## config.mk

```make
export PLATFORM = sky130hd
export DESIGN_NAME = kpr_out_buf
export DESIGN_NICKNAME = d
export VERILOG_FILES = /design/src/sv/assert_macros.svh /design/src/sv/kpr_pkg.sv /design/src/sv/kpr_out_buf.sv
export SDC_FILE = /design/constraint.sdc
export NUM_CORES = 1
export LEC_CHECK = 0
export BUFFER_PORTS_ARGS = -buffer_cell sky130_fd_sc_hd__buf_2
export CAP_MARGIN = 20
export CELL_PAD_IN_SITES_DETAIL_PLACEMENT = 0
export CELL_PAD_IN_SITES_GLOBAL_PLACEMENT = 1
export CORE_UTILIZATION = 35
export DETAILED_ROUTE_END_ITERATION = 7
export PLACE_DENSITY_LB_ADDON = 0.1
export SYNTH_ARGS = -nofsm -noshare
export SYNTH_HDL_FRONTEND = slang
export SYNTH_SLANG_ARGS = --single-unit
```

## constraint.sdc

```tcl
create_clock -name clk -period 5.16 [get_ports clk]
set_input_delay 0.516 -clock clk [delete_from_list [all_inputs] [get_ports clk]]
set_output_delay 0.516 -clock clk [all_outputs]
set_load 0.03 [all_outputs]
```

## src/sv/assert_macros.svh

```systemverilog
// assertion macros for the key matrix port resolver top level
`ifndef ASSERT_MACROS_SVH
`define ASSERT_MACROS_SVH

`ifndef ASSERT_OFF
// checked property, disabled while reset is held
`define KPR_ASSERT(label, clk, rst_n, prop) \
  label: assert property (@(posedge clk) disable iff (!rst_n) prop) \
    else $error("kpr assertion failed");
// checked property that also runs through reset
`define KPR_ASSERT_ALWAYS(label, clk, prop) \
  label: assert property (@(posedge clk) prop) \
    else $error("kpr assertion failed");
`else
`define KPR_ASSERT(label, clk, rst_n, prop)
`define KPR_ASSERT_ALWAYS(label, clk, prop)
`endif

`endif

```

## src/sv/kpr_pkg.sv

```systemverilog
// types, constants and round function for the key matrix port resolver
package kpr_pkg;

  localparam int ROUNDS_DEF    = 8;
  localparam int FORCE_MARGIN  = 3;
  localparam int LIGHT_PEN_BIT = 4;

  // pin state of one evaluation: strong-1 masks and level masks
  typedef struct packed {
    logic [7:0] a_hi;
    logic [7:0] a_lo;
    logic [7:0] b_hi;
    logic [7:0] b_lo;
  } kpr_eval_t;

  // everything one transaction carries down the chain of cells
  typedef struct packed {
    logic [63:0] key_matrix;
    logic [7:0]  joy_a;
    logic [7:0]  joy_b;
    kpr_eval_t   eval_frc;
    kpr_eval_t   eval_nrm;
  } kpr_item_t;

  typedef struct packed {
    logic [7:0] port_a;
    logic [7:0] port_b;
  } kpr_res_t;

  function automatic logic [3:0] kpr_pop8(input logic [7:0] v);
    logic [3:0] n;
    n = '0;
    for (int k = 0; k < 8; k++) begin
      n = n + 4'(v[k]);
    end
    return n;
  endfunction

  // active-low column c of the key matrix, one bit per row
  function automatic logic [7:0] kpr_col(input logic [63:0] km, input int c);
    logic [7:0] v;
    for (int r = 0; r < 8; r++) begin
      v[r] = km[r*8 + c];
    end
    return v;
  endfunction

  // one contention round: column pass, then row pass on the updated port b
  function automatic kpr_eval_t kpr_round(input logic [63:0] km, input kpr_eval_t cur,
                                          input logic frc_high);
    kpr_eval_t  e;
    logic [7:0] held;
    logic [3:0] n0;
    logic [3:0] n1;
    e = cur;
    for (int c = 0; c < 8; c++) begin
      held = ~kpr_col(km, c);
      n0   = kpr_pop8(~cur.a_lo & held);
      if (n0 != 4'd0 && (!cur.b_hi[c] || n0 >= 4'(FORCE_MARGIN))) begin
        e.b_lo[c] = 1'b0;
        e.b_hi[c] = 1'b0;
      end
    end
    for (int r = 0; r < 8; r++) begin
      held = ~km[r*8 +: 8];
      n0   = kpr_pop8(~e.b_lo & held);
      n1   = kpr_pop8(e.b_hi & held);
      if (n0 > n1) begin
        e.a_lo[r] = 1'b0;
        e.a_hi[r] = 1'b0;
      end
      if (frc_high && ({1'b0, n1} >= ({1'b0, n0} + 5'(FORCE_MARGIN)))) begin
        e.a_lo[r] = 1'b1;
        e.a_hi[r] = 1'b1;
      end
    end
    return e;
  endfunction

endpackage

```

## src/sv/kpr_out_buf.sv

```systemverilog
// output register with skid stage between the cell chain and the receiver
module kpr_out_buf import kpr_pkg::*; (
  input  logic     clk,
  input  logic     rst_n,
  input  logic     in_valid,
  input  kpr_res_t in_res,
  output logic     chain_en,
  output logic     out_valid,
  input  logic     out_stall,
  output kpr_res_t out_res
);

  logic     out_valid_r, out_valid_nxt;
  logic     skid_full_r, skid_full_nxt;
  kpr_res_t out_res_r, out_res_nxt;
  kpr_res_t skid_r, skid_nxt;
  logic     take;
  logic     push;

  assign take     = out_valid_r && !out_stall;
  assign chain_en = !skid_full_r;
  assign push     = chain_en && in_valid;

  always_comb begin
    out_valid_nxt = out_valid_r;
    skid_full_nxt = skid_full_r;
    out_res_nxt   = out_res_r;
    skid_nxt      = skid_r;
    if (skid_full_r) begin
      if (take) begin
        out_res_nxt   = skid_r;
        skid_full_nxt = 1'b0;
      end
    end else if (push) begin
      if (!out_valid_r || take) begin
        out_res_nxt   = in_res;
        out_valid_nxt = 1'b1;
      end else begin
        // receiver holds the current transaction, park the new one
        skid_nxt      = in_res;
        skid_full_nxt = 1'b1;
      end
    end else if (take) begin
      out_valid_nxt = 1'b0;
    end
  end

  always_ff @(posedge clk) begin
    if (!rst_n) begin
      out_valid_r <= 1'b0;
      skid_full_r <= 1'b0;
    end else begin
      out_valid_r <= out_valid_nxt;
      skid_full_r <= skid_full_nxt;
    end
  end

  always_ff @(posedge clk) begin
    out_res_r <= out_res_nxt;
    skid_r    <= skid_nxt;
  end

  assign out_valid = out_valid_r;
  assign out_res   = out_res_r;

endmodule

```

=== Yosys cells after proc, flatten, opt, wreduce, memory -nomap -nowiden ===
Cells that the tools add are included.

* Flip-flop bits (word level): 34
* Bits of input ports: 20
* Output and inout bits: 18
* Word-level logic and storage cells: 33

* Equal/unequal tests: 2
* Mux-type cells: 11
* Bitwise logic cells: 2
* Reductions and logical operators: 12

{| class="wikitable"
|+ Operators by type and width
! kind !! number
|-
| $mux W16 || 4
|-
| $reduce_and A3 Y1 || 3
|-
| $mux W1 || 7
|-
| $reduce_bool A2 Y1 || 3
|-
| $ne A2 B1 Y1 const B || 2
|-
| $logic_not A1 Y1 || 3
|-
| $logic_and A1 B1 Y1 || 2
|-
| $not A1 Y1 || 2
|-
| $logic_or A1 B1 Y1 || 1
|}

=== Logic depth before layout (Yosys ltp) ===
Gate-level depths: netlist of the first run.

* Word-level depth: 6
* Gate-level depth with buffers: 3
* Mapped depth without buffers: 2

=== Worst setup path before layout of the first run ===
Ideal clock, no wire load.

* Kind: reg2reg
* Start: register out_valid_r (netlist: out_valid)
* End: register out_res_r, in the netlist out_res[0], enable pin
* Setup time: 0.393 ns
* Data arrival time: 1.467 ns
* Required time: 4.767 ns
* Path slack: 3.299 ns
* Cell stages (with the launch flop): 3
* Path buffers: 0
* Clock period less this slack: 1.861 ns
* Cell sequence: dfxtp_1 -> nand2_1 -> a21boi_1

* Longest elaborated chain between the ends: 4
* Elaborated cells between the ends (all ways): 6
* Those cells by class: eq/ne: 1; reduce/logical: 5

{| class="wikitable"
|+ Ends and longest elaborated chain
! what !! line !! text
|-
| start: declaration || kpr_out_buf.sv:13 || <nowiki>logic out_valid_r, out_valid_nxt;</nowiki>
|-
| start signal: assignment || kpr_out_buf.sv:53 || <nowiki>out_valid_r <= out_valid_nxt;</nowiki>
|-
| $logic_not A1 Y1 or $logic_and A1 B1 Y1 (tied branches) || kpr_out_buf.sv:35, kpr_out_buf.sv:20 ||
|-
| $logic_or A1 B1 Y1 || kpr_out_buf.sv:35 || <nowiki>if (!out_valid_r || take) begin</nowiki>
|-
| $reduce_bool A2 Y1 (no line) || -- ||
|-
| $reduce_and A3 Y1 (no line) (*) || -- ||
|-
| end signal: assignment || kpr_out_buf.sv:59 || <nowiki>out_res_r <= out_res_nxt;</nowiki>
|-
| end: declaration || kpr_out_buf.sv:15 || <nowiki>kpr_res_t out_res_r, out_res_nxt;</nowiki>
|}

Every way passes the cells marked *; elsewhere a longest branch is shown, timed or not.
A chain may end at the register's enable or synchronous reset.

=== Worst setup path in the final report of the first run ===
* Start: register skid_full_r
* End: output port chain_en

* Longest elaborated chain between the ends: 1

{| class="wikitable"
|+ Ends and longest elaborated chain
! what !! line !! text
|-
| start: declaration || kpr_out_buf.sv:14 || <nowiki>logic skid_full_r, skid_full_nxt;</nowiki>
|-
| start signal: assignment || kpr_out_buf.sv:54 || <nowiki>skid_full_r <= skid_full_nxt;</nowiki>
|-
| $logic_not A1 Y1 || kpr_out_buf.sv:21 || <nowiki>assign chain_en = !skid_full_r;</nowiki>
|-
| end: declaration || kpr_out_buf.sv:7 || <nowiki>output logic chain_en,</nowiki>
|}

Every way passes these cells.

==> flow_metrics.tcl, run 1 <==
set metrics [dict create \
    status "completed" \
    syn_inst 64 \
    r2r_start "skid_full_r$_SDFF_PN0_" \
    clockRootBuffer "clkbuf_8" \
    synth_area_sq_um 1320 \
    ir_drop_mv 0.170 \
    drive_gt1_frac 0.565 \
    post_cts_resized 0 \
    fmax_mhz 569 \
    via_count 660 \
    rr_endpoint "skid_r[7]$_DFFE_PP_" \
    total_leakage_power_nw 0.646 \
    hold_path_class "primary input to flip-flop" \
    place.gp.congestion 0.622 \
    drtAntennaViolNets 0 \
    worstHoldStart "in_res[11]" \
    dieWidth_um 63.5 \
    via_per_inst 4.29 \
    finish.net_count 128 \
    worst_slew_pin_slew_ps 914 \
    fillCellCount 335 \
    fin_crit_sh 0.340 \
    finalMaxSlewViolations 0 \
    layout_commonest_cell "buf_2" \
    die-area_sq_um 4030 \
    start_kind "flip-flop" \
    syn_nets 84 \
    final_cell_mix "37 x buf_2, 32 x edfxtp_1, 16 x mux2_4" \
    drtIter0Drc 14 \
    cts-hold-fix-buffers 0 \
    io_buffers 37 \
    htreeDepth 2 \
    synth-seq-cells 34 \
    grt_util_all_layers 0.115 \
    crit_path_end "chain_en" \
    fin_skew_ps 4.15 \
    clk_pin_slew_ps 60 \
    tns_ps 0 \
    post-cts-setup-buffer-count 0 \
    cp-end-kind "output pin" \
    area_delta_synth_final_pct 23.8 \
    grt_pass1_vias 681 \
    diodes 0 \
    finalSetupViolCount 0 \
    crit_type "flip-flop to output pin" \
    synth_area_leader_cell "edfxtp_1" \
    dr.pass1.iters 3 \
    critical_path_required_ps 4640 \
    period_needed_ps 1760 \
    synth_area_leaders "edfxtp_1 73%, mux2_4 18%, dfxtp_1 3.0%, buf_6 1.7%, a21oi_1 0.76%" \
    cap_violations 0 \
    hold_ws_ps 429 \
    synth_warnings 0 \
    routed_wl_um 1970 \
    wire_per_inst_um 12.8 \
    netlist.area_leader.share 0.727 \
    clkLatencyLatePin_ps 280 \
    hold_viol_final 0 \
    core_sq_um 3470 \
    rows 21 \
    startpoint "skid_full_r$_SDFF_PN0_" \
    slew_headroom 0.387 \
    grt_max_degree 18 \
    top_level_ports 38 \
    start_util 0.381 \
    cts-buffers-inserted 5 \
    rrSetupSlack_ps 3480 \
    die_y_um 63.5 \
    grt_pass1_wl_um 3210 \
    pwr_density_cell_nw_per_um2 350 \
    path_max_fanout 17 \
    cts_tree "yes" \
    yosysSeqAreaShare 0.757 \
    syn_area_per_cell_sq_um 20.7 \
    rsz0062_at_grt "no" \
    crit_arrival_ps 1240 \
    antenna_found_initial 0 \
    cts_sinks 34 \
    drc 0 \
    r2r.worst_path.cells 3 \
    yosysUniqueCellTypes 13 \
    clock_path_buffers 2 \
    overflow 0 \
]
-- critical path, stage by stage, from the launching register on --
cell and delay (ps):
dfxtp_1 380, buf_4 340, inv_1 60, buf_2 180
-- cell families after synthesis --
family	share of synthesized area
buf+inv	0.0227
simple gates	0.0218
compound gates	0.0170
flops	0.757
mux	0.182
-- metrics by stage --
stage                     total power (W)  worst slack (ps)  std cells  utilization  cell area (sq um)
final                            0.000573              3400        154        0.472               1640
after CTS                        0.000583              3390        154        0.472               1640
after floorplan                  0.000382              3300         64            -               1320
after detailed placement         0.000406              3250        147        0.450               1560
after global placement           0.000404              3270        147        0.450               1560
after global routing             0.000598              3280        154        0.472               1640
-- area by class of cell --
| class | count | area, sq um | area share |
|---|---|---|---|
| flip-flops and latches | 34 | 1000 | 0.611 |
| multi-input cells | 26 | 295 | 0.180 |
| repair buffers | 39 | 200 | 0.122 |
| clock buffers | 7 | 76.3 | 0.0466 |
| well taps | 46 | 57.6 | 0.0351 |
| inverters | 2 | 7.51 | 0.00458 |
-- cell usage after synthesis, drive strengths merged --
library cell  number
nand2              2
buf                2
dfxtp              2
nor2               1
mux2              16
a21oi              2
nor2b              1
edfxtp            32
nor3               1
o21ai              1
nand2b             1
inv                2
a21boi             1
-- metal layers --
layer	part of all wire	global-route usage	vias up
li1	-	-	328
met1	0.43	0.120	303
met2	0.49	0.185	25
met3	0.074	0.0616	4
met4	0.014	0.0597	0
met5	0	0	-
-- state kept, by name, summed over array words and instances, names as in the netlist --
register	flops
skid_r	16
out_res	16
skid_full_r	1
out_valid	1
-- worst min-delay path by stage --
| stage | slack (ps) | depth (start not counted) | to |
|---|---|---|---|
| after floorplan | 530 | 1 | out_res[0]$_DFFE_PP_ |
| after global placement | 520 | 2 | out_valid$_SDFFE_PN0P_ |
| after detailed placement | 530 | 1 | out_res[14]$_DFFE_PP_ |
| after CTS | 410 | 1 | skid_r[11]$_DFFE_PP_ |
| after global routing | 420 | 1 | skid_r[10]$_DFFE_PP_ |
| final | 430 | 1 | skid_r[11]$_DFFE_PP_ |
-- power by group --
| group | internal [W] | switching (W) |
|---|---|---|
| Sequential | 0.000320 | 0.00000400 |
| Combinational | 0.0000297 | 0.0000443 |
| Clock | 0.0000926 | 0.0000825 |
| Total | 0.000443 | 0.000131 |
Power figures use the tool's default switching activity.
==> inputs of run 2 (changes only) <==
==> constraint.sdc (replaced) <==
create_clock -name clk -period 1.5 [get_ports clk]
set_input_delay 0.15 -clock clk [delete_from_list [all_inputs] [get_ports clk]]
set_output_delay 0.15 -clock clk [all_outputs]
set_load 0.03 [all_outputs]
==> run 2 against run 1 <==
Net effect:
- first-iteration DRC count fell by 21%
- worst hold slack worse by 380 ps
- final cell count grew 2.6%
- sequential cell count unchanged
- via count is 1.7% higher
- clock-buffer cell count fell by 1
- utilization increased by 1.6 points
- cell area grew 3.4%
- clock power increased to 3.6 times the previous value
- global-route usage decreased by 0.46 points
- clock skew increased by 2.1 ps
==> flow_metrics.tcl, run 2 (synthesized netlist as in run 1, its figures left out) <==
set metrics [dict create \
    status "completed" \
    hold_path_class "primary input to flip-flop" \
    seqCellArea_sq_um 1000 \
    crit_type "flip-flop to output pin" \
    area_delta_synth_final_pct 28.0 \
    fin_skew_ps 6.28 \
    place_area_sq_um 1610 \
    slowest_stage "dfxtp_1" \
    htreeDepth 2 \
    finish.net_count 131 \
    cap_violations 0 \
    routed_wl_um 1960 \
    final_cells 158 \
    cts-buffers-inserted 5 \
    period_needed_ps 1270 \
    post-cts-setup-buffer-count 0 \
    critical_path_required_ps 1350 \
    clkLatencyLatePin_ps 280 \
    fillCellCount 322 \
    grt_max_degree 17 \
    ir_drop_mv 0.592 \
    clockRootBuffer "clkbuf_8" \
    drtAntennaViolNets 0 \
    fmax_mhz 789 \
    diodes 0 \
    rows 21 \
    drc 0 \
    start_kind "flip-flop" \
    layout_commonest_cell "buf_2" \
    die_y_um 63.5 \
    via_count 671 \
    io_buffers 37 \
    finalMaxSlewViolations 0 \
    final_cell_mix "37 x buf_2, 32 x edfxtp_1, 16 x mux2_4" \
    cts-hold-fix-buffers 0 \
    wire_per_inst_um 12.4 \
    hpwl_um 1410 \
    worst_slew_pin_slew_ps 262 \
    pwr_density_cell_nw_per_um2 1190 \
    crit_path_max_incr_delay_ps 360 \
    dr.pass1.iters 4 \
    die-area_sq_um 4030 \
    antenna_found_initial 0 \
    dieWidth_um 63.5 \
    finalSetupViolCount 0 \
    tns_ps 0 \
    via_per_inst 4.25 \
    drive_gt1_frac 0.589 \
    design_area_sq_um 1690 \
    top_level_ports 38 \
    hold_viol_final 0 \
    cp_num_buf_inv 3 \
    cts_sinks 34 \
    overflow 0 \
    fin_crit_sh 0.845 \
    place.gp.congestion 0.620 \
    core_sq_um 3470 \
    slew_headroom 0.825 \
    multi_input_area_sq_um 310 \
    post-route-util 0.488 \
    layout_setup_ws_ps 233 \
    grt_util_all_layers 0.110 \
    total_leakage_power_nw 0.679 \
    start_util 0.381 \
    cp-end-kind "output pin" \
    grt_pass1_vias 721 \
    cp_top_family "buffers and inverters" \
    rsz0062_at_grt "no" \
    place_ws_ps 275 \
    grt_pass1_wl_um 3190 \
    post_cts_resized 0 \
    path_cells "buf_4 -> inv_1 -> buf_2" \
    clk_pin_slew_ps 70 \
    crit_arrival_ps 1120 \
    cts_tree "yes" \
    clock_path_buffers 2 \
    placedCellCount 150 \
    drtIter0Drc 11 \
    path_max_fanout 10 \
]
==> run 2: metrics by stage <==
stage	hold WS [ps]	total power (W)
floorplan	249	0.00132
global placement	345	0.00141
detailed placement	344	0.00142
CTS	46.3	0.00204
global route	49.5	0.00210
finish	53.7	0.00202
==> run 2: path summary, 6_finish.rpt <==
path,to,cells after the start,start,slack [ps]
max reg2reg,out_res[15]$_DFFE_PP_,3,skid_full_r$_SDFF_PN0_,270
min,skid_r[0]$_DFFE_PP_,1,in_res[0],50
min reg2reg,out_res[13]$_DFFE_PP_,1,skid_r[13]$_DFFE_PP_,540
max,chain_en,3,skid_full_r$_SDFF_PN0_,230
==> run 2: worst reg2reg max path, stage by stage (launching register included) <==
cell and delay (ps):
dfxtp_1 330, nand2b_1 250, a21boi_4 190, buf_12 160
==> run 2: report_power, final <==
part	switching (W)	internal, W	leakage (nW)
clock	0.000310	0.000319	0.0426
combinational	0.000156	0.000117	0.320
sequential	0.0000139	0.00110	0.316
total	0.000480	0.00154	0.679
==> run 2: layout make-up <==
cell class	instances	share of cell area
flip-flops and latches	34	0.591
clock buffers	6	0.0429
repair buffers	42	0.139
multi-input cells	26	0.183
clock inverters	2	0.00517
well taps	46	0.0340
inverters	2	0.00443
==> run 2: routing by layer <==
layer | part of all wire | GRT usage | vias up
met3 | 0.087 | 0.0580 | 4
met1 | 0.43 | 0.122 | 302
li1 | - | - | 338
met4 | 0.016 | 0.0568 | 0
met5 | 0 | 0 | -
met2 | 0.47 | 0.172 | 27
