<file path="src/sv/assert_macros.svh">
// assertion macros for the key matrix port resolver top level
`ifndef ASSERT_MACROS_SVH
`define ASSERT_MACROS_SVH

`ifndef ASSERT_OFF
// checked property, disabled while reset is held
`define KPR_ASSERT(label, clk, rst_n, prop) \
  label: assert property (@(posedge clk) disable iff (!rst_n) prop) \
    else $error("kpr assertion failed");
// checked property that also runs through reset
`define KPR_ASSERT_ALWAYS(label, clk, prop) \
  label: assert property (@(posedge clk) prop) \
    else $error("kpr assertion failed");
`else
`define KPR_ASSERT(label, clk, rst_n, prop)
`define KPR_ASSERT_ALWAYS(label, clk, prop)
`endif

`endif

</file>
<file path="src/sv/kpr_pkg.sv">
// types, constants and round function for the key matrix port resolver
package kpr_pkg;

  localparam int ROUNDS_DEF    = 8;
  localparam int FORCE_MARGIN  = 3;
  localparam int LIGHT_PEN_BIT = 4;

  // pin state of one evaluation: strong-1 masks and level masks
  typedef struct packed {
    logic [7:0] a_hi;
    logic [7:0] a_lo;
    logic [7:0] b_hi;
    logic [7:0] b_lo;
  } kpr_eval_t;

  // everything one transaction carries down the chain of cells
  typedef struct packed {
    logic [63:0] key_matrix;
    logic [7:0]  joy_a;
    logic [7:0]  joy_b;
    kpr_eval_t   eval_frc;
    kpr_eval_t   eval_nrm;
  } kpr_item_t;

  typedef struct packed {
    logic [7:0] port_a;
    logic [7:0] port_b;
  } kpr_res_t;

  function automatic logic [3:0] kpr_pop8(input logic [7:0] v);
    logic [3:0] n;
    n = '0;
    for (int k = 0; k < 8; k++) begin
      n = n + 4'(v[k]);
    end
    return n;
  endfunction

  // active-low column c of the key matrix, one bit per row
  function automatic logic [7:0] kpr_col(input logic [63:0] km, input int c);
    logic [7:0] v;
    for (int r = 0; r < 8; r++) begin
      v[r] = km[r*8 + c];
    end
    return v;
  endfunction

  // one contention round: column pass, then row pass on the updated port b
  function automatic kpr_eval_t kpr_round(input logic [63:0] km, input kpr_eval_t cur,
                                          input logic frc_high);
    kpr_eval_t  e;
    logic [7:0] held;
    logic [3:0] n0;
    logic [3:0] n1;
    e = cur;
    for (int c = 0; c < 8; c++) begin
      held = ~kpr_col(km, c);
      n0   = kpr_pop8(~cur.a_lo & held);
      if (n0 != 4'd0 && (!cur.b_hi[c] || n0 >= 4'(FORCE_MARGIN))) begin
        e.b_lo[c] = 1'b0;
        e.b_hi[c] = 1'b0;
      end
    end
    for (int r = 0; r < 8; r++) begin
      held = ~km[r*8 +: 8];
      n0   = kpr_pop8(~e.b_lo & held);
      n1   = kpr_pop8(e.b_hi & held);
      if (n0 > n1) begin
        e.a_lo[r] = 1'b0;
        e.a_hi[r] = 1'b0;
      end
      if (frc_high && ({1'b0, n1} >= ({1'b0, n0} + 5'(FORCE_MARGIN)))) begin
        e.a_lo[r] = 1'b1;
        e.a_hi[r] = 1'b1;
      end
    end
    return e;
  endfunction

endpackage

</file>
<file path="src/sv/kpr_cell.sv">
// one contention round cell, runs both evaluations and registers the result
module kpr_cell import kpr_pkg::*; (
  input  logic      clk,
  input  logic      rst_n,
  input  logic      en,
  input  logic      in_valid,
  input  kpr_item_t in_item,
  output logic      out_valid,
  output kpr_item_t out_item
);

  logic      valid_r;
  kpr_item_t item_r;
  kpr_item_t item_nxt;

  always_comb begin
    item_nxt          = in_item;
    item_nxt.eval_frc = kpr_round(in_item.key_matrix, in_item.eval_frc, 1'b1);
    item_nxt.eval_nrm = kpr_round(in_item.key_matrix, in_item.eval_nrm, 1'b0);
  end

  always_ff @(posedge clk) begin
    if (!rst_n) begin
      valid_r <= 1'b0;
    end else if (en) begin
      valid_r <= in_valid;
    end
  end

  always_ff @(posedge clk) begin
    if (en) begin
      item_r <= item_nxt;
    end
  end

  assign out_valid = valid_r;
  assign out_item  = item_r;

endmodule

</file>
<file path="config.mk">
export PLATFORM = sky130hd
export DESIGN_NAME = kpr_cell
export DESIGN_NICKNAME = d
export VERILOG_FILES = /design/src/sv/assert_macros.svh /design/src/sv/kpr_pkg.sv /design/src/sv/kpr_cell.sv
export SDC_FILE = /design/constraint.sdc
export NUM_CORES = 1
export LEC_CHECK = 0
export ABC_AREA = 1
export BUFFER_PORTS_ARGS = -buffer_cell sky130_fd_sc_hd__buf_2
export CORE_MARGIN = 10
export CORE_UTILIZATION = 49
export CTS_BUF_LIST = sky130_fd_sc_hd__clkbuf_8
export DETAILED_ROUTE_END_ITERATION = 10
export GPL_ROUTABILITY_DRIVEN = 1
export PLACE_DENSITY = 0.81
export SETUP_SLACK_MARGIN = 0.05
export SYNTH_ARGS = -nofsm -noshare
export SYNTH_HDL_FRONTEND = slang
export SYNTH_SLANG_ARGS = --single-unit
</file>
<file path="constraint.sdc">
create_clock -name clk -period 9.85 [get_ports clk]
set_input_delay 2.4625 -clock clk [delete_from_list [all_inputs] [get_ports clk]]
set_output_delay 2.4625 -clock clk [all_outputs]
set_load 0.03 [all_outputs]
</file>
-- Word level (Yosys, flattened, before mapping)
Cells that the tools add are included.
- RAM bits: 0
- memories kept: 0
- output and inout port bits: 145
- input bits: 148
- register bits: 145
- word-level logic and storage cells: 604
- bits in latches: 0
- memory bits (read-only): 0
- shifts and indexed selects: 0
- multiplexer cells: 48
- add/sub/neg operators: 344
- multiply operators: 0
- reductions and logical operators: 64
- div/mod/pow operators: 0
- equality and inequality tests: 0
- bitwise operators: 68
- order comparisons: 40
- operator list (kind ; number):
    $add A4 B1 Y4 ; 192
    $and A8 B8 Y8 ; 48
    $add A3 B1 Y4 ; 48
    $not A8 Y8 ; 20
    $add A2 B1 Y3 ; 48
    $add A1 B1 Y2 ; 48
    $ge A4 B2 Y1 const B ; 16
    $gt A4 B4 Y1 ; 16
    $reduce_bool A4 Y1 ; 16
    $mux W1 ; 48
    $add A4 B2 Y5 const B ; 8
    $ge A4 B5 Y1 ; 8
    $logic_and A1 B1 Y1 ; 16
    $logic_not A1 Y1 ; 16
    $logic_or A1 B1 Y1 ; 16

-- Logic depth before layout (Yosys ltp)
Gate-level depths: netlist of the first run.
- depth in word-level cells: 24
- gate-level depth with buffers: 31
- depth with buffers taken out: 30

-- Worst setup path after synthesis of the first run
No wires, ideal clock.
- kind: input-to-reg
- start point: input in_item[48] (netlist bit)
- end point: register item_r, in the netlist out_item[48] (data pin)
- library setup time: 254 ps
- setup slack: 884 ps
- stages on the path: 29
- arrival time: 8712 ps
- path through: clkbuf_1 nor2_1 fa_1 inv_1 fa_1 inv_1 fa_1 ha_1 fa_1 a21oi_1 o21bai_1 nand3_2 nand2_1 fa_1 fa_1 fa_1 inv_1 ha_1 inv_1 fa_1 ha_1 xor2_1 ha_1 nand2_1 nand2_1 nand2_1 nand2_1 nand2_1 nand2_1
- cells in the longest elaborated chain, start to end: 24
- ends and longest elaborated chain (element ; line ; RTL):
    from (decl) ; kpr_cell.sv:7 ; input kpr_item_t in_item,
    $not A8 Y8 ; kpr_pkg.sv:58 ; n0 = kpr_pop8(~cur.a_lo & held);
    $and A8 B8 Y8 ; kpr_pkg.sv:58 ;
    $add A1 B1 Y2 ; kpr_pkg.sv:34 ; n = n + 4'(v[k]);
    $add A2 B1 Y3 ; kpr_pkg.sv:34 ;
    $add A3 B1 Y4 ; kpr_pkg.sv:34 ;
    $add A4 B1 Y4 (4 in a row) ; kpr_pkg.sv:34 ;
    $ge A4 B2 Y1 ; kpr_pkg.sv:59 ; if (n0 != 4'd0 && (!cur.b_hi[c] || n0 >= 4'(FORCE_MARGIN))) begin
    $logic_or A1 B1 Y1 ; kpr_pkg.sv:59 ;
    [... 2 more ...] ; n/a ;
    $not A8 Y8 ; kpr_pkg.sv:66 ; n0 = kpr_pop8(~e.b_lo & held);
    $and A8 B8 Y8 ; kpr_pkg.sv:66 ;
    $add A1 B1 Y2 ; kpr_pkg.sv:34 ;
    $add A2 B1 Y3 ; kpr_pkg.sv:34 ;
    $add A3 B1 Y4 ; kpr_pkg.sv:34 ;
    $add A4 B1 Y4 (4 in a row) ; kpr_pkg.sv:34 ;
    $add A4 B2 Y5 / $gt A4 B4 Y1 (equally long branches) ; kpr_pkg.sv:72, kpr_pkg.sv:68 ;
    $ge A4 B5 Y1 / $mux W1 (equally long branches) ; kpr_pkg.sv:72, kpr_pkg.sv:68 ;
    to (signal assigned) ; kpr_cell.sv:32 ; item_r <= item_nxt;
    to (decl) ; kpr_cell.sv:13 ; kpr_item_t item_r;
Parallel ways exist; a longest one is shown, timed or not.
A chain may end at the register's enable or synchronous reset.

-- Worst setup path in the final report of the first run
- start point: input in_item[16] (netlist bit)
- end point: register item_r, in the netlist out_item[16] (data pin)
- cells in the longest elaborated chain, start to end: 23
- ends and longest elaborated chain (element ; line ; RTL):
    $not A8 Y8 ; kpr_pkg.sv:58 ;
    $and A8 B8 Y8 ; kpr_pkg.sv:58 ;
    $add A1 B1 Y2 ; kpr_pkg.sv:34 ;
    $add A2 B1 Y3 ; kpr_pkg.sv:34 ;
    $add A3 B1 Y4 ; kpr_pkg.sv:34 ;
    $add A4 B1 Y4 (4 in a row) ; kpr_pkg.sv:34 ;
    $ge A4 B2 Y1 ; kpr_pkg.sv:59 ;
    $logic_or A1 B1 Y1 ; kpr_pkg.sv:59 ;
    $logic_and A1 B1 Y1 ; kpr_pkg.sv:59 ;
    $mux W1 ; kpr_pkg.sv:59 ;
    $not A8 Y8 ; kpr_pkg.sv:66 ;
    $and A8 B8 Y8 ; kpr_pkg.sv:66 ;
    $add A1 B1 Y2 ; kpr_pkg.sv:34 ;
    $add A2 B1 Y3 ; kpr_pkg.sv:34 ;
    $add A3 B1 Y4 ; kpr_pkg.sv:34 ;
    $add A4 B1 Y4 (4 in a row) ; kpr_pkg.sv:34 ;
    $gt A4 B4 Y1 ; kpr_pkg.sv:68 ; if (n0 > n1) begin
Parallel ways exist; a longest one is shown, timed or not.

==> results.cfg, run 1 <==
[logic_synthesis]
ys_seq_area_frac = 0.250
synth_top_area_cell = sky130_fd_sc_hd__edfxtp_1
yosysTopAreaCellShare = 0.249
synthTopCellsByCount = sky130_fd_sc_hd__inv_1, sky130_fd_sc_hd__nand2_1, sky130_fd_sc_hd__ha_1
ys_top_cells_by_area = sky130_fd_sc_hd__edfxtp_1, sky130_fd_sc_hd__fa_1, sky130_fd_sc_hd__ha_1, sky130_fd_sc_hd__inv_1, sky130_fd_sc_hd__nand2_1
synth_fp_nets = 2567
synth-main-ff-cell = sky130_fd_sc_hd__edfxtp_1
yosys_register_bits = 145
edff_count_synth = 144
yosysMostFrequentCell = sky130_fd_sc_hd__inv_1
synth.distinct_cells = 29
post_synthesis_async_set_or_reset_flop_share = 0
synth_area_um2 = 17400
postSynthAreaPerCell_um2 = 8.79
post_synth_inst_count = 1979
yosys_warnings = 0

[min_path]
min-delay-path-class = register to register
holdCritStartpoint = out_valid$_SDFFE_PN0P_

[setup_path]
worst-path-max-fanout = 9
critPathKind = input port to register
cpLargestDelayFamily = adder cells
required_worst_endpoint_ns = 10.09
timing.critical_path.to_type = register
path_common_cell = sky130_fd_sc_hd__fa_1
cp_startpoint_kind = input port
path_buf_inv = 6
cp_data_arrival_time_ns = 9.44
critical_path.startpoint = in_item[16]
slowest_delay_ns = 0.56
regToRegStartpoint = out_valid$_SDFFE_PN0P_
critical_path.slowest_cell = sky130_fd_sc_hd__fa_1

[floorplan]
die_y_um = 208
row_count = 68
core_region_area_um2 = 34800
initial_utilization = 0.500
die_width_um = 208
boundaryPins = 293
fp.dieArea_um2 = 43400

[power_and_ir_drop]
comb_power_share = 0.773
p_sw_frac = 0.525
clock_group_share_of_total_power = 0.073
net_sw_power_w = 0.00326
power_leakage_nw = 11.2
pwr-share-seq = 0.154
max-vdd-ir-drop_v = 0.000199
cellPowerDensity_nw_per_um2 = 313
power.internal_w = 0.00295

[global_route]
grt_overflow = 0
first_global_vias = 15700
antenna_violations_before_repair = 8
grt_start_max_net_pins = 90
overall_routing_resource_usage = 0.258
wire_length_of_the_first_global_routing_pass_mm = 87.0

[cells_and_area]
nNetsFinal = 2877
fillerInstances = 3062
areaGrowthSynthToFinish_pct = 14.0
final_util = 0.570
drive_above_1_share = 0.164

[placed_design]
finalWeightedCongestion = 0.954
dp_hpwl_mm = 44.8
port-buffer-count = 292

[timing]
worst_pin_slew_ns = 0.981
finalClockSkew_ns = 0
setup_viol = 0
timing.fmax_mhz = 109
setup_tns_ns = 0
timing.final.max_slew_violations = 0
rsz0062_at_grt = false
report.final.hold_viol_count = 0
worst_slew_margin_rel = 0.344
final_period_minus_worst_setup_slack_ns = 9.20
final_min_period_over_clock_period = 0.934

[clock_tree]
cts_tree = yes
cts.repair.resized = 0
worst_setup_hold_path_clk_slew_ns = 0.09
numCtsBuffers = 17
cts.htree.levels = 4
postCtsSetupRepairBufs = 0
number_of_sinks_on_the_clock_net = 145
cts-root-buf = sky130_fd_sc_hd__clkbuf_8
hold_buffers = 0
clk-insertion-delay-late_ns = 0.50
clock_path_buffers = 2

[drt]
vias = 14800
detail_route.wl_per_cell_um = 20.1
dr.pass1.iters = 5
final_antenna_net_count = 0
drt-initial-drc-count = 1072
drt-vias-per-instance = 5.34
routed_wl_mm = 55.4
drt_drc_violations_left = 0

[run]
cap_violations = 0

[outcome]
outcome = finished clean
-- cell usage in the layout (no fill, tap or decap), types with 2 or more instances in the layout --
master,count
sky130_fd_sc_hd__clkinv_1,4
sky130_fd_sc_hd__a21oi_1,46
sky130_fd_sc_hd__clkbuf_8,17
sky130_fd_sc_hd__inv_6,3
sky130_fd_sc_hd__nor2_4,4
sky130_fd_sc_hd__o21ai_2,4
sky130_fd_sc_hd__xnor2_1,16
sky130_fd_sc_hd__a21o_1,6
sky130_fd_sc_hd__ha_1,248
sky130_fd_sc_hd__inv_1,512
sky130_fd_sc_hd__nand3_2,22
sky130_fd_sc_hd__clkinvlp_4,3
sky130_fd_sc_hd__nor2_1,145
sky130_fd_sc_hd__o21bai_1,8
sky130_fd_sc_hd__inv_2,3
sky130_fd_sc_hd__edfxtp_1,144
sky130_fd_sc_hd__clkinv_4,4
sky130_fd_sc_hd__inv_8,2
sky130_fd_sc_hd__diode_2,5
sky130_fd_sc_hd__o21ai_0,40
sky130_fd_sc_hd__buf_2,291
sky130_fd_sc_hd__nand2_2,3
sky130_fd_sc_hd__nand3b_1,9
sky130_fd_sc_hd__nand3_1,17
sky130_fd_sc_hd__o21ai_1,8
sky130_fd_sc_hd__a21boi_0,12
sky130_fd_sc_hd__a31oi_2,4
sky130_fd_sc_hd__nand4_1,27
sky130_fd_sc_hd__fa_1,192
sky130_fd_sc_hd__nand2_1,456
sky130_fd_sc_hd__xor2_1,32
sky130_fd_sc_hd__buf_4,9
sky130_fd_sc_hd__nor3_4,4
-- sequential cells by signal (all words and copies together), names as in the netlist --
register   flops
out_item     144
out_valid      1
-- worst paths after layout --
path	slack, ns	cells past startpoint	endpoint
min	0.56	2	out_valid$_SDFFE_PN0P_
max	0.65	25	out_item[16]$_SDFFCE_PN0P_
max reg2reg	9.18	2	out_valid$_SDFFE_PN0P_
min reg2reg	0.56	2	out_valid$_SDFFE_PN0P_
-- kinds of logic (layout without fill, tap and decap cells) --
group | Yosys count | in the layout | share of synthesized area
compound gates | 129 | 129 | 0.0439
xor+xnor | 48 | 48 | 0.0242
fa+ha+maj | 440 | 440 | 0.399
buf+inv | 529 | 851 | 0.114
flops | 145 | 145 | 0.250
mux | 1 | 1 | 0.000791
other cells | 0 | 5 | 0
simple gates | 687 | 687 | 0.168
-- through the flow --
stage	worst slack (ns)	area (µm²)	total power (W)	hold slack, ns	std cells
detailed placement	0.162	19500	0.00570	0.551	2725
CTS	0.743	19800	0.00621	0.576	2756
finish	0.648	19800	0.00620	0.557	2761
global route	0.338	19800	0.00700	0.616	2760
global placement	0.356	19500	0.00542	0.518	2725
floorplan	0.884	17400	0.00449	0.655	1979
-- routing by layer --
layer	routed length [µm]	GRT usage
met1	20700	0.302
met2	25200	0.411
met3	5900	0.0788
met4	3590	0.152
met5	39	0
-- power groups by stage --
stage                     logic, W  registers [W]  clock network (W)
after floorplan            0.00326        0.00123                  0
after global routing       0.00553       0.000967           0.000497
final                      0.00479       0.000955           0.000455
after global placement     0.00445       0.000968                  0
after detailed placement   0.00473       0.000970                  0
after CTS                  0.00478       0.000957           0.000470
-- tightest hold or removal path, cell delays in order (launching register included) --
cell                      delay [ns]
sky130_fd_sc_hd__dfxtp_1        0.33
sky130_fd_sc_hd__o21ai_0        0.09
sky130_fd_sc_hd__a21oi_1        0.11
-- layout make-up --
| class | instances | area (µm²) | share of cell area |
|---|---|---|---|
| Multi-Input combinational cell | 1305 | 11100 | 0.558 |
| Sequential cell | 145 | 4340 | 0.219 |
| Inverter | 519 | 1950 | 0.0982 |
| Timing Repair Buffer | 301 | 1540 | 0.0774 |
| Tap cell | 455 | 569 | 0.0287 |
| Clock buffer | 17 | 234 | 0.0118 |
| Clock inverter | 14 | 128 | 0.00643 |
| Antenna cell | 5 | 12.5 | 0.000631 |
(Power assumes the default switching activity.)
==> run 2, diff against run 1 <==
- CELL_PAD_IN_SITES_DETAIL_PLACEMENT: not set -> 1
- CELL_PAD_IN_SITES_GLOBAL_PLACEMENT: not set -> 2
- CORE_UTILIZATION: 49 -> 36
- PLACE_DENSITY: 0.81 -> 0.94
==> results.cfg, run 2 (same netlist as run 1, synthesis figures left out) <==
[timing]
finalClockSkew_ns = 0
setup_viol = 0
rsz0062_at_grt = false
worst_pin_slew_ns = 1.02
report.final.hold_viol_count = 0
finalWorstSetupSlack_ns = 0.645
setup_tns_ns = 0
timing.final.max_slew_violations = 0
worst_slew_margin_rel = 0.317
hold-worst-slack_ns = 0.577
final_min_period_over_clock_period = 0.935
final_period_minus_worst_setup_slack_ns = 9.21
timing.fmax_mhz = 109

[placed_design]
finalWeightedCongestion = 0.954
dp_hpwl_mm = 52.6
numPlacedInstances = 2885
port-buffer-count = 292
detailedPlace.worstSlack_ns = 0.0977

[clock_tree]
clk-insertion-delay-late_ns = 0.56
worst_setup_hold_path_clk_slew_ns = 0.10
numCtsBuffers = 17
cts.repair.resized = 0
clock_path_buffers = 2
hold_buffers = 0
cts_tree = yes
postCtsSetupRepairBufs = 0
cts-root-buf = sky130_fd_sc_hd__clkbuf_8
cts.htree.levels = 4
number_of_sinks_on_the_clock_net = 145

[drt]
final_antenna_net_count = 0
drt-initial-drc-count = 787
routed_wl_mm = 63.2
drt_drc_violations_left = 0
vias = 14600
drt-vias-per-instance = 5.00
detail_route.wl_per_cell_um = 21.6
dr.pass1.iters = 5

[setup_path]
cp_startpoint_kind = input port
required_worst_endpoint_ns = 10.16
slowest_delay_ns = 0.54
worst-path-max-fanout = 9
critPathKind = input port to register
timing.critical_path.to_type = register
cp_data_arrival_time_ns = 9.52
path_common_cell = sky130_fd_sc_hd__fa_1
critical_path.slowest_cell = sky130_fd_sc_hd__fa_1

[global_route]
wire_length_of_the_first_global_routing_pass_mm = 95.8
antenna_violations_before_repair = 8
grt_overflow = 0
overall_routing_resource_usage = 0.224
first_global_vias = 16500
grt_start_max_net_pins = 82

[power_and_ir_drop]
power_leakage_nw = 11.3
max-vdd-ir-drop_v = 0.000135
cellPowerDensity_nw_per_um2 = 319
report.power.total_w = 0.00642

[floorplan]
boundaryPins = 293
core_region_area_um2 = 47700
fp.dieArea_um2 = 57500
die_width_um = 240
row_count = 80
die_y_um = 240
initial_utilization = 0.364

[cells_and_area]
areaGrowthSynthToFinish_pct = 15.5
area_of_the_multi_input_gates_um2 = 11100
layout_commonest_cell = sky130_fd_sc_hd__inv_1
layout_common_cells = sky130_fd_sc_hd__inv_1, sky130_fd_sc_hd__nand2_1, sky130_fd_sc_hd__buf_2, sky130_fd_sc_hd__ha_1, sky130_fd_sc_hd__fa_1
final_cell_count_no_fill = 2920
fillerInstances = 5711
nNetsFinal = 2877
drive_above_1_share = 0.164
largest_register_ffs = 144
layout.area.seq_um2 = 4340

[outcome]
outcome = finished clean

[min_path]
min-delay-path-class = register to register

[run]
cap_violations = 0
==> run 2: changes by cell type in the layout (fill, tap and decap cells not counted), sizes merged <==
cell,change
clkinv,-4
bufinv,+3
clkbuf,+1
diode,-2
inv,+3
clkinvlp,-2
==> run 2: layer usage <==
metal	track usage	vias up	part of all wire
met2	0.395	429	0.50
met5	0	-	0.00085
met1	0.250	7335	0.40
li1	-	6693	-
met4	0.109	8	0.044
met3	0.0536	129	0.061
==> run 2: power breakdown <==
group	internal [W]	switching (W)	leakage [nW]
clock network	0.000262	0.000280	0.221
logic	0.00187	0.00305	9.64
registers	0.000925	0.0000327	1.41
==> run 2: through the flow <==
stage	cell area, µm²	util
2_1_floorplan	17400	-
3_3_place_gp	19700	0.412
3_5_place_dp	19700	0.412
4_1_cts	20100	0.421
5_1_grt	20100	0.421
6_report	20100	0.421
==> run 2: worst paths after layout <==
path                                 to  depth (start not counted)                   start  slack [ns]
min reg2reg      out_valid$_SDFFE_PN0P_                          2  out_valid$_SDFFE_PN0P_        0.58
min              out_valid$_SDFFE_PN0P_                          2  out_valid$_SDFFE_PN0P_        0.58
max reg2reg      out_valid$_SDFFE_PN0P_                          2  out_valid$_SDFFE_PN0P_        9.16
max          out_item[59]$_SDFFCE_PP1P_                         27             in_item[48]        0.64
==> run 2: area by class of cell <==
class | instances | share of cell area
repair buffers | 301 | 0.0764
multi-input cells | 1305 | 0.551
well taps | 615 | 0.0383
flip-flops and latches | 145 | 0.216
diodes | 3 | 0.000373
clock inverters | 14 | 0.00896
clock buffers | 18 | 0.0123
inverters | 519 | 0.0969
==> run 2: worst max-delay path, delay by kind of cell <==
| kind | cells | cell delay (ns) |
|---|---|---|
| compound gates | 2 | 0.51 |
| xor+xnor | 2 | 0.54 |
| fa+ha+maj | 11 | 4.52 |
| buf+inv | 5 | 0.47 |
| simple gates | 7 | 0.99 |
